## src/pcsm_pkg.sv

```systemverilog
`default_nettype none

package pcsm_pkg;

	// Sizes of the machine.
	localparam int STACK_DEPTH = 512;
	localparam int CODE_DEPTH = 256;
	localparam int MAX_LEVEL = 3;
	localparam int WORD_WIDTH = 32;

	localparam int SAW = $clog2(STACK_DEPTH);
	localparam int PCW = $clog2(CODE_DEPTH);
	localparam int LVW = $clog2(MAX_LEVEL + 1);
	localparam int OPC_W = 3;
	localparam int LEV_W = 2;
	localparam int OPD_W = 11;
	localparam int ERR_W = 2;
	localparam int IDX_W = 9;

	// Instruction opcodes.
	localparam logic [OPC_W-1:0] OP_LIT = 3'd0;
	localparam logic [OPC_W-1:0] OP_OPR = 3'd1;
	localparam logic [OPC_W-1:0] OP_LOD = 3'd2;
	localparam logic [OPC_W-1:0] OP_STO = 3'd3;
	localparam logic [OPC_W-1:0] OP_CAL = 3'd4;
	localparam logic [OPC_W-1:0] OP_INT = 3'd5;
	localparam logic [OPC_W-1:0] OP_JMP = 3'd6;
	localparam logic [OPC_W-1:0] OP_JPC = 3'd7;

	// OPR function codes.
	localparam logic [OPD_W-1:0] OPR_RET = 11'd0;
	localparam logic [OPD_W-1:0] OPR_NEG = 11'd1;
	localparam logic [OPD_W-1:0] OPR_ADD = 11'd2;
	localparam logic [OPD_W-1:0] OPR_SUB = 11'd3;
	localparam logic [OPD_W-1:0] OPR_MUL = 11'd4;
	localparam logic [OPD_W-1:0] OPR_DIV = 11'd5;
	localparam logic [OPD_W-1:0] OPR_ODD = 11'd6;
	localparam logic [OPD_W-1:0] OPR_EQ = 11'd8;
	localparam logic [OPD_W-1:0] OPR_NE = 11'd9;
	localparam logic [OPD_W-1:0] OPR_LT = 11'd10;
	localparam logic [OPD_W-1:0] OPR_GE = 11'd11;
	localparam logic [OPD_W-1:0] OPR_GT = 11'd12;
	localparam logic [OPD_W-1:0] OPR_LE = 11'd13;

	// Error codes.
	localparam logic [ERR_W-1:0] ERR_OK = 2'd0;
	localparam logic [ERR_W-1:0] ERR_DIV0 = 2'd1;
	localparam logic [ERR_W-1:0] ERR_STACK = 2'd2;
	localparam logic [ERR_W-1:0] ERR_OPR = 2'd3;

	// Datapath actions.
	localparam int ACT_W = 5;
	localparam logic [ACT_W-1:0] A_NOP = 5'd0;
	localparam logic [ACT_W-1:0] A_CLR = 5'd1;
	localparam logic [ACT_W-1:0] A_LOAD = 5'd2;
	localparam logic [ACT_W-1:0] A_LIT_W = 5'd3;
	localparam logic [ACT_W-1:0] A_INT_DO = 5'd4;
	localparam logic [ACT_W-1:0] A_JMP_DO = 5'd5;
	localparam logic [ACT_W-1:0] A_JPC_DO = 5'd6;
	localparam logic [ACT_W-1:0] A_CAP_X = 5'd7;
	localparam logic [ACT_W-1:0] A_CAP_Y = 5'd8;
	localparam logic [ACT_W-1:0] A_RET_DO = 5'd9;
	localparam logic [ACT_W-1:0] A_UN_DO = 5'd10;
	localparam logic [ACT_W-1:0] A_ALU = 5'd11;
	localparam logic [ACT_W-1:0] A_DIV_GO = 5'd12;
	localparam logic [ACT_W-1:0] A_DIV_CAP = 5'd13;
	localparam logic [ACT_W-1:0] A_BIN_W = 5'd14;
	localparam logic [ACT_W-1:0] A_LINK = 5'd15;
	localparam logic [ACT_W-1:0] A_LOD_W = 5'd16;
	localparam logic [ACT_W-1:0] A_STO_W = 5'd17;
	localparam logic [ACT_W-1:0] A_CAL_W1 = 5'd18;
	localparam logic [ACT_W-1:0] A_CAL_W2 = 5'd19;
	localparam logic [ACT_W-1:0] A_CAL_W3 = 5'd20;
	localparam logic [ACT_W-1:0] A_ERR1 = 5'd21;
	localparam logic [ACT_W-1:0] A_ERR2 = 5'd22;
	localparam logic [ACT_W-1:0] A_ERR3 = 5'd23;
	localparam logic [ACT_W-1:0] A_FIN_OUT = 5'd24;

	// Stack read address sources.
	localparam int RD_W = 3;
	localparam logic [RD_W-1:0] R_T = 3'd0;
	localparam logic [RD_W-1:0] R_TM1 = 3'd1;
	localparam logic [RD_W-1:0] R_BP1 = 3'd2;
	localparam logic [RD_W-1:0] R_BP2 = 3'd3;
	localparam logic [RD_W-1:0] R_BASE = 3'd4;
	localparam logic [RD_W-1:0] R_ADDR = 3'd5;

	typedef struct packed {
		logic [ACT_W-1:0] act;
		logic [RD_W-1:0] rd;
	} pcsm_cmd_t;

	typedef struct packed {
		logic halted;
		logic [OPC_W-1:0] op;
		logic opr_ret;
		logic opr_un;
		logic opr_bin;
		logic opr_div;
		logic push_ok;
		logic int_ok;
		logic t_ge1;
		logic ret_ok;
		logic cal_ok;
		logic addr_ok;
		logic n_zero;
		logic link_bad;
		logic y_zero;
		logic div_done;
		logic out_free;
		logic clr_last;
	} pcsm_stat_t;

endpackage

`default_nettype wire

```

## src/pcsm_ctrl.sv

```systemverilog
`default_nettype none

module pcsm_ctrl (
	input  wire logic                 clk,
	input  wire logic                 arst_n,
	input  wire logic                 in_valid,
	output logic                      in_ready,
	input  wire pcsm_pkg::pcsm_stat_t stat,
	output pcsm_pkg::pcsm_cmd_t       cmd
);
	import pcsm_pkg::*;

	localparam int SW = 5;
	localparam logic [SW-1:0] S_CLEAR = 5'd0;
	localparam logic [SW-1:0] S_IDLE = 5'd1;
	localparam logic [SW-1:0] S_DISP = 5'd2;
	localparam logic [SW-1:0] S_JPC2 = 5'd3;
	localparam logic [SW-1:0] S_RET1 = 5'd4;
	localparam logic [SW-1:0] S_RET2 = 5'd5;
	localparam logic [SW-1:0] S_UN2 = 5'd6;
	localparam logic [SW-1:0] S_BIN1 = 5'd7;
	localparam logic [SW-1:0] S_BIN2 = 5'd8;
	localparam logic [SW-1:0] S_BIN3 = 5'd9;
	localparam logic [SW-1:0] S_DIVW = 5'd10;
	localparam logic [SW-1:0] S_BINW = 5'd11;
	localparam logic [SW-1:0] S_WALK = 5'd12;
	localparam logic [SW-1:0] S_LINK = 5'd13;
	localparam logic [SW-1:0] S_POST = 5'd14;
	localparam logic [SW-1:0] S_LOD2 = 5'd15;
	localparam logic [SW-1:0] S_STO2 = 5'd16;
	localparam logic [SW-1:0] S_CAL2 = 5'd17;
	localparam logic [SW-1:0] S_CAL3 = 5'd18;
	localparam logic [SW-1:0] S_FIN = 5'd19;
	localparam logic [SW-1:0] S_OUT = 5'd20;

	logic [SW-1:0] state_q;
	logic [SW-1:0] state_d;

	assign in_ready = (state_q == S_IDLE);

	// Sequencing of one instruction.
	always_comb begin
		state_d = state_q;
		cmd.act = A_NOP;
		cmd.rd = R_T;
		unique case (state_q)
			S_CLEAR: begin
				cmd.act = A_CLR;
				if (stat.clr_last) state_d = S_IDLE;
			end
			S_IDLE: begin
				if (in_valid) begin
					cmd.act = A_LOAD;
					state_d = S_DISP;
				end
			end
			S_DISP: begin
				state_d = S_FIN;
				if (!stat.halted) begin
					unique case (stat.op)
						OP_LIT: cmd.act = stat.push_ok ? A_LIT_W : A_ERR2;
						OP_INT: cmd.act = stat.int_ok ? A_INT_DO : A_ERR2;
						OP_JMP: cmd.act = A_JMP_DO;
						OP_JPC: begin
							if (stat.t_ge1) state_d = S_JPC2;
							else cmd.act = A_ERR2;
						end
						OP_OPR: begin
							priority if (stat.opr_ret) begin
								if (stat.ret_ok) begin
									cmd.rd = R_BP1;
									state_d = S_RET1;
								end else cmd.act = A_ERR2;
							end else if (stat.opr_un) begin
								state_d = S_UN2;
							end else if (stat.opr_bin) begin
								if (stat.t_ge1) begin
									cmd.rd = R_TM1;
									state_d = S_BIN1;
								end else cmd.act = A_ERR2;
							end else begin
								cmd.act = A_ERR3;
							end
						end
						default: state_d = S_WALK;
					endcase
				end
			end
			S_JPC2: begin
				cmd.act = A_JPC_DO;
				state_d = S_FIN;
			end
			S_RET1: begin
				cmd.act = A_CAP_X;
				cmd.rd = R_BP2;
				state_d = S_RET2;
			end
			S_RET2: begin
				cmd.act = A_RET_DO;
				state_d = S_FIN;
			end
			S_UN2: begin
				cmd.act = A_UN_DO;
				state_d = S_FIN;
			end
			S_BIN1: begin
				cmd.act = A_CAP_X;
				state_d = S_BIN2;
			end
			S_BIN2: begin
				cmd.act = A_CAP_Y;
				state_d = S_BIN3;
			end
			S_BIN3: begin
				priority if (!stat.opr_div) begin
					cmd.act = A_ALU;
					state_d = S_BINW;
				end else if (stat.y_zero) begin
					cmd.act = A_ERR1;
					state_d = S_FIN;
				end else begin
					cmd.act = A_DIV_GO;
					state_d = S_DIVW;
				end
			end
			S_DIVW: begin
				if (stat.div_done) begin
					cmd.act = A_DIV_CAP;
					state_d = S_BINW;
				end
			end
			S_BINW: begin
				cmd.act = A_BIN_W;
				state_d = S_FIN;
			end
			S_WALK: begin
				if (stat.n_zero) begin
					state_d = S_POST;
				end else begin
					cmd.rd = R_BASE;
					state_d = S_LINK;
				end
			end
			S_LINK: begin
				if (stat.link_bad) begin
					cmd.act = A_ERR2;
					state_d = S_FIN;
				end else begin
					cmd.act = A_LINK;
					state_d = S_WALK;
				end
			end
			S_POST: begin
				state_d = S_FIN;
				priority if (stat.op == OP_LOD) begin
					if (stat.addr_ok && stat.push_ok) begin
						cmd.rd = R_ADDR;
						state_d = S_LOD2;
					end else cmd.act = A_ERR2;
				end else if (stat.op == OP_STO) begin
					if (stat.addr_ok && stat.t_ge1) state_d = S_STO2;
					else cmd.act = A_ERR2;
				end else begin
					if (stat.cal_ok) begin
						cmd.act = A_CAL_W1;
						state_d = S_CAL2;
					end else cmd.act = A_ERR2;
				end
			end
			S_LOD2: begin
				cmd.act = A_LOD_W;
				state_d = S_FIN;
			end
			S_STO2: begin
				cmd.act = A_STO_W;
				state_d = S_FIN;
			end
			S_CAL2: begin
				cmd.act = A_CAL_W2;
				state_d = S_CAL3;
			end
			S_CAL3: begin
				cmd.act = A_CAL_W3;
				state_d = S_FIN;
			end
			S_FIN: begin
				state_d = S_OUT;
			end
			S_OUT: begin
				if (stat.out_free) begin
					cmd.act = A_FIN_OUT;
					state_d = S_IDLE;
				end
			end
			default: state_d = S_IDLE;
		endcase
	end

	always_ff @(posedge clk or negedge arst_n) begin
		if (!arst_n) begin
			state_q <= S_CLEAR;
		end else begin
			state_q <= state_d;
		end
	end

endmodule

`default_nettype wire

```

## config.mk

```make
export PLATFORM = sky130hd
export DESIGN_NAME = pcsm_ctrl
export DESIGN_NICKNAME = d
export VERILOG_FILES = /design/src/pcsm_pkg.sv /design/src/pcsm_ctrl.sv
export SDC_FILE = /design/constraint.sdc
export NUM_CORES = 1
export LEC_CHECK = 0
export BUFFER_PORTS_ARGS = -buffer_cell sky130_fd_sc_hd__buf_2
export CAP_MARGIN = 25
export CORE_ASPECT_RATIO = 1.5
export CORE_MARGIN = 10
export CORE_UTILIZATION = 57
export CTS_CLUSTER_DIAMETER = 200
export DETAILED_ROUTE_END_ITERATION = 8
export GPL_TIMING_DRIVEN = 0
export PLACE_DENSITY = 0.86
export SETUP_SLACK_MARGIN = 0.1
export SLEW_MARGIN = 5
export SYNTH_ARGS = -nofsm -noshare
export SYNTH_HDL_FRONTEND = slang
export SYNTH_SLANG_ARGS = --single-unit
export TNS_END_PERCENT = 10
```

## constraint.sdc

```tcl
create_clock -name clk -period 2.9 [get_ports clk]
set_input_delay 0.145 -clock clk [delete_from_list [all_inputs] [get_ports clk]]
set_output_delay 0.145 -clock clk [all_outputs]
set_load 0.01 [all_outputs]
```

# After elaboration in Yosys (flattened, before gate mapping)

Index checks and enable logic that the tools add are counted.

Flip-flop bits (word level): 5
Bits of input ports: 23
Output and inout port bits: 9
Word-level logic and storage cells: 90

Equal/unequal tests: 30
Multiplexer cells: 51
Reductions and logical operators: 8

Operator list:

| operator                                                              | count |
|---|---|
| 5-bit 2-to-1 mux                                                      | 30 |
| 5-bit case mux with 18 select lines                                   | 1 |
| 5-bit case mux with 15 select lines                                   | 1 |
| 5-bit by 4-bit equality test with 1-bit output, second input constant | 8 |
| 5-bit equality test, second input constant                            | 5 |
| 5-bit case mux with 5 select lines                                    | 1 |
| 8-bit 2-to-1 mux                                                      | 3 |
| 5-bit by 3-bit equality test with 1-bit output, second input constant | 4 |
| 3-bit 2-to-1 mux                                                      | 6 |
| 5-bit case mux with 3 select lines                                    | 1 |
| 3-bit case mux with 4 select lines                                    | 1 |
| 5-bit by 2-bit equality test with 1-bit output, second input constant | 2 |
| 2-bit 2-to-1 mux                                                      | 5 |
| 3-bit equality test, second input constant                            | 3 |
| 2-bit inequality test, second input constant                          | 4 |
| 7-bit OR reduction                                                    | 1 |
| 3-bit by 2-bit equality test with 1-bit output, second input constant | 2 |
| 5-bit by 1-bit equality test with 1-bit output, second input constant | 1 |
| 5-bit zero test                                                       | 1 |
| 4-bit 2-to-1 mux                                                      | 1 |
| 4-bit AND reduction                                                   | 1 |
| 3-bit by 1-bit equality test with 1-bit output, second input constant | 1 |
| 3-bit zero test                                                       | 1 |
| 3-bit OR reduction                                                    | 1 |
| other kinds (3)                                                       | 4 |

# Depth between registers and ports, before layout

Gate-level depths: netlist (run 1).

Depth in word-level cells: 7
Gate-level depth with buffers: 7
Mapped depth without buffers: 5

# Least setup slack after synthesis (run 1)

Ideal clock, no wire load.

Path kind: register -> output
From: reg state_q[3]
To: out cmd[0] (netlist name)
Arrival time: 1.645 ns
Required time: 2.755 ns
Path slack: 1.110 ns
Stages on the path, launching flop included: 5
Buffers on the path: 1
Cell sequence: dfrtp_1 > buf_6 > or2_4 > or4_1 > o31ai_1

RTL lines:

| item                   | line             | source |
|---|---|---|
| from (decl)            | pcsm_ctrl.sv:36  | `logic [SW-1:0] state_q;` |
| from (signal assigned) | pcsm_ctrl.sv:203 | `state_q <= state_d;` |
| to (decl)              | pcsm_ctrl.sv:9   | `output pcsm_pkg::pcsm_cmd_t cmd` |

==> impl_results.md, run 1 <==
- Status: finished, final reports clean
- Met1 Track Usage GR: 21.0%
- Max VDD drop: about 550 uV
- Pre-CTS setup slack: 994 ps
- Core ar.: around 2000 sq um
- Crit path max fanout: 10
- Synth Area in Simple Gates: a little over two fifths
- YS warnings: 0
- GPL Wtd Cong: around 0.96
- Hold-critical path depth: 2
- Final net count: 240
- Hold Path End: state_q[1]$_DFFE_PN0P_
- Crit end category: output port
- Clk_skew: between 15 and 20 ps
- Row Count: 20
- Clk pin slew, worst setup/hold paths: roughly 60 ps
- Gr usage total: slightly above 20%
- Clock root buffer: clkbuf_4
- Hold Path Origin: stat[2]
- Main combinational cell family by area after synthesis: simple AND/OR/NAND/NOR gates
- Post-DP HPWL: about 3600 um
- Finished Layout Cells: between 200 and 250
- TritonCTS clock tree: built
- Ys async rst share: between 90% and 100%
- Synth Flop Type: dfrtp_1
- Met3 usage: 4.33%
- Vias per cell: approximately 6.8
- Setup ws final: between 600 and 700 ps
- HP Class: in2reg
- Critical path arrival: ~2100 ps
- Min Tclk post-route: 2230 ps
- Area Overhead vs Synth: 18.3%
- CP Launch Type: register
- Cell variety after synth: 56
- Largest net degree at the start of global routing: 11
- Crit path largest cell delay: between 300 and 400 ps
- Vias: 1,623
- Hold WS: 190 ps
- Post-synth EDFFs: 0
- Post-Synth XOR/XNOR Area: less than 1%
- Leakage: approximately 0.57 nW
- Fmax: around 450 MHz
- Vias in the first global route: 1,586
- Required @ worst endpoint: around 2800 ps
- Final worst-path cycle share: 76.9%
- R2R setup slack: between 900 and 1000 ps
- Synth Area per Inst: approximately 6.5 sq um
- Height of the die: 75.5 um
- Critical path startpoint: state_q[4]$_DFFE_PN0P_
- Sequential area share after synthesis: 10.7%
- Met2 Track Usage GR: roughly a third
- Mux cell area share after synthesis: under 10%
- Final TNS setup: 0 ps
- Post-DRT Antenna Nets: 0
- Worst skew pair latency: 260 ps
- Final slew viol count: 0
- RR Endpoint: state_q[1]$_DFFE_PN0P_
- Slowest-stage cell, CP: a221oi_1
- Synth Area in Adders: 0%
- Power Density: between 800 and 900 nW/um^2
- Setup Buffers After CTS: 0
- Total iterations of the first detailed-routing run: 7
- Final setup viols: 0
- Starting density of the core: between 50% and 60%
- Regs by FF count: state_q x5
- CP cell instances: buf_2, buf_2, buf_2, nor3_1, a221oi_1, o211ai_1, buf_2
- Rel. slew slack: 67.3%
- Compound-Gate Fraction of Synth Area: between 30% and 40%
- RSZ-0062 raised after global routing: false
- Yosys reg bits: 5
- Final-report hold violation count: 0
- Most frequent CP cell: buf_2
- Die area: ~4300 sq um
- Clk buf depth: 2
- I/O Buffers: 30
- DR DRC count: 0
- Top reg by flops: state_q
- Initial antenna violation count: 0
- I/O Pins: 32
- Post-Route WL: 4480 um
- Max reg flops: 5
- CTS Buf Count: 3
- Synthesized area: between 1000 and 1500 sq um
- Ant. Diodes: 0
- Die X: 57.0 um
- WS Path Type: reg2out
- Syn nets: roughly 200
- R2R cell count: 6
- Iter 0 DRT Violations: 119
- DR WL/cell: 18.8 um
- Placed cells: approximately 230
- Clk sinks: 5
- Worst r2r src: state_q[0]$_DFFE_PN0P_
- Share of layout cells above drive strength 1: 23.6%
- Slew @ Worst Pin: just under 500 ps
- Max Cap Viol: 0
- H-tree Lvls: 1
- Syn Inst Count: around 180
- Global-route wire length before repair: about 7300 um
- GRT busiest layer: met2
- Total gr overflow: 0
metal layers:
metal  share of wire [%]  vias up
li1                    -      756
met1                  36      721
met2                  49      123
met3                 9.5       23
met4                 5.2        0
met5                   0        -
area by class of cell:
type                            count  area [sq um]
Multi-Input combinational cell    156           943
Fill cell                         173           617
Timing Repair Buffer               31           160
Sequential cell                     5           125
Buffer                             14          80.1
Tap cell                           22          27.5
Clock buffer                        4          26.3
Inverter                            6          22.5
layout by cell type (no fill, tap or decap), drive strengths merged, types with 3 or more instances in the layout:
cell	Yosys	layout
a21oi	14	14
nand3	9	9
o31ai	5	5
dfrtp	5	5
o21ai	8	8
o22ai	3	3
a31oi	3	3
nor2b	7	7
nor4	4	4
o211ai	6	6
nand2	22	22
or4	3	3
inv	5	5
nor2	18	18
nand2b	8	8
nor3	11	11
buf	12	42
clkbuf	2	6
logic make-up after synthesis:
group	after synthesis
buffers and inverters	20
AO/OA/AOI/OAI	58
XOR/XNOR	1
AND/OR/NAND/NOR	95
multiplexers	2
flip-flops	5
stage by stage:
step | util [%] | total power (W) | instance area [sq um]
5_1_grt | 69.2 | 0.00123 | 1390
6_report | 69.2 | 0.00114 | 1390
3_3_place_gp | 67.4 | 0.00101 | 1350
4_1_cts | 69.2 | 0.00111 | 1390
2_1_floorplan | - | 0.000769 | 1170
3_5_place_dp | 67.4 | 0.00102 | 1350
critical path: cells and delay by family (launching register included):
family / cells / cell delay [ps]
AOI/OAI and AO/OA: 2 / 480
buffers and inverters: 4 / 910
DFF: 1 / 310
and+or+nand+nor: 1 / 120
report_power, final:
part | switching, W | leakage, nW | internal (W)
clock network | 0.0000363 | 0.0150 | 0.0000525
registers | 0.0000231 | 0.0622 | 0.000100
logic | 0.000577 | 0.497 | 0.000352
total | 0.000636 | 0.574 | 0.000505
cells in the mapped netlist, drive strengths merged (6+ instances only):
| cell | count | area share (%) |
|---|---|---|
| nand2 | 22 | 7.1 |
| nor2 | 18 | 5.8 |
| a21oi | 14 | 6.0 |
| buf | 12 | 6.2 |
| nor3 | 11 | 5.1 |
| nand3 | 9 | 3.8 |
| nand2b | 8 | 4.3 |
| o21ai | 8 | 3.4 |
| nor2b | 7 | 3.7 |
| o211ai | 6 | 4.3 |
how the worst max path moves through the flow:
| stage | endpoint | slack [ps] |
|---|---|---|
| 6_report | cmd[5] | 670 |
| 5_1_grt | cmd[5] | 540 |
| 4_1_cts | cmd[3] | 720 |
| 3_5_place_dp | cmd[3] | 990 |
| 3_3_place_gp | cmd[3] | 1010 |
| 2_1_floorplan | cmd[0] | 1110 |
timing repair:
item | 4_1_cts | 5_1_grt
gates resized for setup | 0 | 0
hold buffers | 1 | 0
hold endpoints to repair | 5 | 0
(Power assumes the default switching activity.)
==> run 2, diff against run 1 <==
--- a/config.mk
+++ b/config.mk
@@ -9,11 +9,11 @@
 export CAP_MARGIN = 25
 export CORE_ASPECT_RATIO = 1.5
 export CORE_MARGIN = 10
-export CORE_UTILIZATION = 57
+export CORE_UTILIZATION = 53
 export CTS_CLUSTER_DIAMETER = 200
 export DETAILED_ROUTE_END_ITERATION = 8
 export GPL_TIMING_DRIVEN = 0
-export PLACE_DENSITY = 0.86
+export PLACE_DENSITY = 0.81
 export SETUP_SLACK_MARGIN = 0.1
 export SLEW_MARGIN = 5
 export SYNTH_ARGS = -nofsm -noshare
==> constraint.sdc (replaced) <==
create_clock -name clk -period 2.35 [get_ports clk]
set_input_delay 0.1175 -clock clk [delete_from_list [all_inputs] [get_ports clk]]
set_output_delay 0.1175 -clock clk [all_outputs]
set_load 0.01 [all_outputs]
==> run 2 against run 1 <==
  * Clock power grew 14%
  * Critical path depth shrank 1
  * Die area grew 5.2%
  * Critical path type unchanged
  * Global-route usage decreased by 1.0 points
  * Sequential power up 23%
==> impl_results.md, run 2 (same netlist as run 1, synthesis figures left out) <==
- Required @ worst endpoint: 2230 ps (-530 ps)
- Post-DP HPWL: 3520 um (-1.1%)
- GPL Wtd Cong: 0.979 (+2.4%)
- Clk sinks: 5 (unchanged)
- Clk buf depth: 2 (unchanged)
- Final-report hold violation count: 0 (unchanged)
- Clk pin slew, worst setup/hold paths: 40 ps (-20 ps)
- Slew @ Worst Pin: 504 ps (+13.1 ps)
- Core ar.: 2080 sq um (+3.7%)
- I/O Buffers: 30 (unchanged)
- Most common cell after layout, fill and taps aside: buf_2
- Row Count: 20 (unchanged)
- Vias: 1,634 (+0.68%)
- Rel. slew slack: 66.3% (-0.94 points)
- Share of layout cells above drive strength 1: 23.6% (unchanged)
- WS Path Type: reg2out
- Die X: 58.4 um (+2.4%)
- Max VDD drop: 773 uV (+41%)
- Final net count: 240 (unchanged)
- Global-route wire length before repair: 7140 um (-1.6%)
- Die area: 4530 sq um (+5.2%)
- Height of the die: 77.6 um (+2.7%)
- R2R setup slack: 480 ps (-460 ps)
- Min Tclk post-route: 2160 ps
- Final slew viol count: 0 (unchanged)
- Total Power: 0.00141 W (+23%)
- RSZ-0062 raised after global routing: true
- Final worst-path cycle share: 91.9%
- DR DRC count: 0 (unchanged)
- Post-DRT Antenna Nets: 0 (unchanged)
- Finished Layout Cells: 239 (+0.42%)
- CP Launch Type: register
- Commonest cells after routing, fill and taps aside: 36 x buf_2, 22 x nand2_1, 18 x nor2_1, 14 x a21oi_1, 10 x nor3_1
- Top reg by flops: state_q
- Fmax: 463 MHz
- Vias per cell: 6.84 (+0.26%)
- Largest net degree at the start of global routing: 11 (unchanged)
- Post-Route WL: 4570 um (+1.8%)
- Regs by FF count: state_q x5
- DR WL/cell: 19.1 um (+1.4%)
- HP Class: in2reg
- Worst skew pair latency: 250 ps (about the same)
- TritonCTS clock tree: built
- Iter 0 DRT Violations: 74 (-38%)
- Vias in the first global route: 1,544 (-2.6%)
- Crit path max fanout: 7 (-3)
- H-tree Lvls: 1 (unchanged)
- Power Density: 1010 nW/um^2 (+23%)
- Clock root buffer: clkbuf_4
- Placed cells: 233 (unchanged)
- Max reg flops: 5 (unchanged)
- CTS Buf Count: 3 (unchanged)
- Initial antenna violation count: 1 (+1)
- Status: finished, final reports clean
- I/O Pins: 32 (unchanged)
- Leakage: 0.575 nW (+0.18%)
- Critical path arrival: 2040 ps (-50 ps)
- Max Cap Viol: 0 (unchanged)
- Total iterations of the first detailed-routing run: 6 (-1)
- Starting density of the core: 56.4% (-2.1 points)
- Total gr overflow: 0 (unchanged)
- Final core occ: 66.9% (-2.3 points)
- Gr usage total: 19.4% (-1.0 points)
- Setup Buffers After CTS: 0 (unchanged)
- Crit end category: output port
- Final setup viols: 0 (unchanged)
- Final TNS setup: 0 ps (unchanged)
- Area Overhead vs Synth: 18.7%
- Clk_skew: 2.60 ps (-13.1 ps)
-- run 2: changes by cell type in the layout (fill, tap and decap cells not counted) --
cell and delta:
diode_2 +1, clkbuf_4 +1, buf_2 -1
-- run 2: final timing paths --
path                                   startpoint                endpoint  cells past startpoint
min in group asynchronous                  arst_n  state_q[0]$_DFFE_PN0P_                      2
min                                       stat[2]  state_q[1]$_DFFE_PN0P_                      2
max                        state_q[2]$_DFFE_PN0P_                  cmd[3]                      6
max in group asynchronous                  arst_n  state_q[4]$_DFFE_PN0P_                      2
min reg2reg                state_q[4]$_DFFE_PN0P_  state_q[0]$_DFFE_PN0P_                      3
max reg2reg                state_q[2]$_DFFE_PN0P_  state_q[0]$_DFFE_PN0P_                      5
-- run 2: cell type report --
class,instances,area [sq um]
timing repair buffer,31,160
multi-input combinational,156,943
fill,214,687
antenna,1,2.50
buffer,14,82.6
inverter,6,22.5
sequential,5,125
clock buffer,4,26.3
tap,22,27.5
-- run 2: metal layers --
| metal | vias up | routed length, um | GRT usage, % |
|---|---|---|---|
| li1 | 757 | - | - |
| met1 | 731 | 1640 | 20.9 |
| met2 | 119 | 2310 | 32.1 |
| met3 | 27 | 368 | 3.26 |
| met4 | 0 | 241 | 14.9 |
| met5 | - | 0 | 0 |
-- run 2: timing repair --
action / CTS / global route
hold endpoints to repair: 5 / 0
hold buffers: 1 / 0
resized for setup: 0 / 1
endpoints found under the setup margin: 0 / 2
-- run 2: per-stage QoR --
step / cell area, sq um / hold slack, ps / setup slack, ps
floorplan: 1170 / -178 / 587
global placement: 1350 / -70.4 / 479
detailed placement: 1350 / -63.3 / 481
CTS: 1390 / 128 / 211
global route: 1390 / 147 / 66.6
finish: 1390 / 147 / 191
-- run 2: where the power goes --
part / leakage [nW] / internal, W / switching [W]
clock: 0.0150 / 0.0000643 / 0.0000370
sequential: 0.0622 / 0.000124 / 0.0000276
combinational: 0.498 / 0.000439 / 0.000714
total: 0.575 / 0.000627 / 0.000779
-- run 2: critical path, cell delays in order, from the launching register on --
cell      delay (ps)
dfrtp_1          430
nand2b_1         310
or3_1            480
o21ai_1          250
a211oi_1          70
nand3b_1         110
buf_2            130
==> run 3, diff against run 2 <==
--- a/config.mk
+++ b/config.mk
@@ -5,9 +5,9 @@
 export SDC_FILE = /design/constraint.sdc
 export NUM_CORES = 1
 export LEC_CHECK = 0
-export BUFFER_PORTS_ARGS = -buffer_cell sky130_fd_sc_hd__buf_2
+export BUFFER_PORTS_ARGS = -buffer_cell sky130_fd_sc_hd__buf_4
 export CAP_MARGIN = 25
-export CORE_ASPECT_RATIO = 1.5
+export CORE_ASPECT_RATIO = 1.4
 export CORE_MARGIN = 10
 export CORE_UTILIZATION = 53
 export CTS_CLUSTER_DIAMETER = 200
==> run 3 against run 2 <==
  * Largest power group unchanged
  * Die area shrank 0.26%
  * Cell count shrank 0.42%
  * Non-clock buffer count is the same
  * Design area grew 5.9%
  * Sequential share of layout area shrank 0.50 points
  * Flip-flop and latch count is the same
  * Via count grew 0.18%
  * Register-to-register slack lost 50 ps
  * Critical endpoint unchanged
  * Global-route usage grew 0.59 points
==> impl_results.md, run 3 (same netlist as run 1, synthesis figures left out) <==
- Status: finished, final reports clean
- TritonCTS clock tree: built
- DR DRC count: 0 (unchanged)
- Final-report hold violation count: 0 (unchanged)
- Final TNS setup: 0 ps (unchanged)
- Rel. slew slack: 66.7% (+0.34 points)
- Gr usage total: 20.0% (+0.59 points)
- Regs by FF count: state_q x5
- Slew @ Worst Pin: 500 ps (-4.08 ps)
- I/O Pins: 32 (unchanged)
- Row Count: 20 (unchanged)
- Area Overhead vs Synth: 25.6%
- Final net count: 240 (unchanged)
- RSZ-0062 raised after global routing: true
- H-tree Lvls: 1 (unchanged)
- Post-Route WL: 4650 um (+1.8%)
- I/O Buffers: 30 (unchanged)
- Iter 0 DRT Violations: 108 (+46%)
- Die X: 59.7 um (+2.3%)
- Max reg flops: 5 (unchanged)
- Final worst-path cycle share: 91.7% (-0.18 points)
- Top reg by flops: state_q
- Post-DRT Antenna Nets: 0 (unchanged)
- DR WL/cell: 19.5 um (+2.2%)
- Hold-critical path depth: 2 (unchanged)
- Starting density of the core: 54.4% (-2.0 points)
- Global-route wire length before repair: 7290 um (+2.0%)
- Worst skew pair latency: 250 ps (about the same)
- R2R cell count: 5 (unchanged)
- Hold WS: 95.0 ps (-51.9 ps)
- Clock root buffer: clkbuf_4
- Initial antenna violation count: 0 (-1)
- Clk buf depth: 2 (unchanged)
- Largest net degree at the start of global routing: 11 (unchanged)
- Fmax: 464 MHz (+0.20%)
- Final slew viol count: 0 (unchanged)
- Most common cell after layout, fill and taps aside: buf_4
- Design area: 1470 sq um (+5.9%)
- Final setup viols: 0 (unchanged)
- Max Cap Viol: 0 (unchanged)
- HP Class: in2reg
- Crit path max fanout: 9 (+2)
- Leakage: 0.596 nW (+3.6%)
- Min Tclk post-route: 2160 ps (-4.29 ps)
- WS Path Type: reg2out
- Height of the die: 75.6 um (-2.5%)
- Required @ worst endpoint: 2230 ps (about the same)
- Clk sinks: 5 (unchanged)
- Die area: 4520 sq um (-0.26%)
- Vias: 1,637 (+0.18%)
- Power Density: 1010 nW/um^2 (-0.38%)
- Core ar.: 2150 sq um (+3.6%)
- Ant. Diodes: 0 (-1)
- Post-DP HPWL: 3630 um (+3.2%)
- Max VDD drop: 693 uV (-10%)
- Final core occ: 68.4% (+1.4 points)
- Total gr overflow: 0 (unchanged)
- Critical path arrival: 2040 ps (about the same)
- Placed cell area: 1420 sq um (+5.6%)
- CP Launch Type: register
- Vias in the first global route: 1,628 (+5.4%)
- Share of layout cells above drive strength 1: 24.1% (+0.46 points)
- Clk_skew: 5.71 ps (+3.11 ps)
- Fillers: 213 (-0.47%)
- Clk pin slew, worst setup/hold paths: 50 ps (about the same)
- CTS Buf Count: 3 (unchanged)
- Vias per cell: 6.88 (+0.60%)
- Crit end category: output port
- Commonest cells after routing, fill and taps aside: 31 x buf_4, 22 x nand2_1, 18 x nor2_1, 14 x a21oi_1, 10 x nor3_1
- GPL Wtd Cong: 0.937 (-4.3%)
- Total iterations of the first detailed-routing run: 4 (-2)
## run 3: cell count changes in the layout (fill, tap and decap cells not counted)
cell / delta
buf_4: +30
diode_2: -1
nor2b_2: +1
clkbuf_4: -1
buf_2: -29
nor4_4: +1
nor4_2: -1
nor2b_1: -1
## run 3: stage by stage
stage,worst slack [ps],total power (W),instances
CTS,212,0.00143,238
floorplan,587,0.000949,181
global route,81.6,0.00159,238
finish,195,0.00148,238
detailed placement,471,0.00131,233
global placement,480,0.00130,233
## run 3: timing repair
item,CTS,global route
hold endpoints to repair,5,0
endpoints found under the setup margin,0,2
buffers inserted,0,0
resized for setup,0,2
hold buffers,1,0
## run 3: routing by layer
layer	wire (um)	part of all wire (%)	GRT usage (%)
met1	1740	37	22.5
met2	2280	49	34.1
met3	355	7.6	2.83
met4	278	6.0	12.5
met5	0	0	0
## run 3: final cells by class
type                    count  area, sq um  area share, %
clock buffers               4         26.3           1.79
plain buffers              14         80.1           5.44
inverters                   6         22.5           1.53
repair buffers             31          235           16.0
multi-input cells         156          955           64.9
flip-flops and latches      5          125           8.50
well taps                  22         27.5           1.87
## run 3: worst paths after layout
path | startpoint | to | slack, ps
worst min register to register | state_q[4]$_DFFE_PN0P_ | state_q[0]$_DFFE_PN0P_ | 810
worst min-delay path | stat[2] | state_q[1]$_DFFE_PN0P_ | 90
max in group asynchronous | arst_n | state_q[4]$_DFFE_PN0P_ | 2010
worst max-delay path | state_q[0]$_DFFE_PN0P_ | cmd[3] | 190
min in group asynchronous | arst_n | state_q[0]$_DFFE_PN0P_ | 220
worst max register to register | state_q[2]$_DFFE_PN0P_ | state_q[0]$_DFFE_PN0P_ | 430
## run 3: critical path, cell delays in order, from the launching register on
cell	delay, ps
dfrtp_1	370
buf_6	140
nand2b_1	270
or3_1	440
o21ai_1	240
a211oi_1	80
nand3b_1	120
buf_4	130
## run 3: power by group
part | switching, W | leakage [nW] | internal (W)
sequential | 0.0000310 | 0.0622 | 0.000123
clock | 0.0000409 | 0.0150 | 0.0000645
combinational | 0.000738 | 0.519 | 0.000484
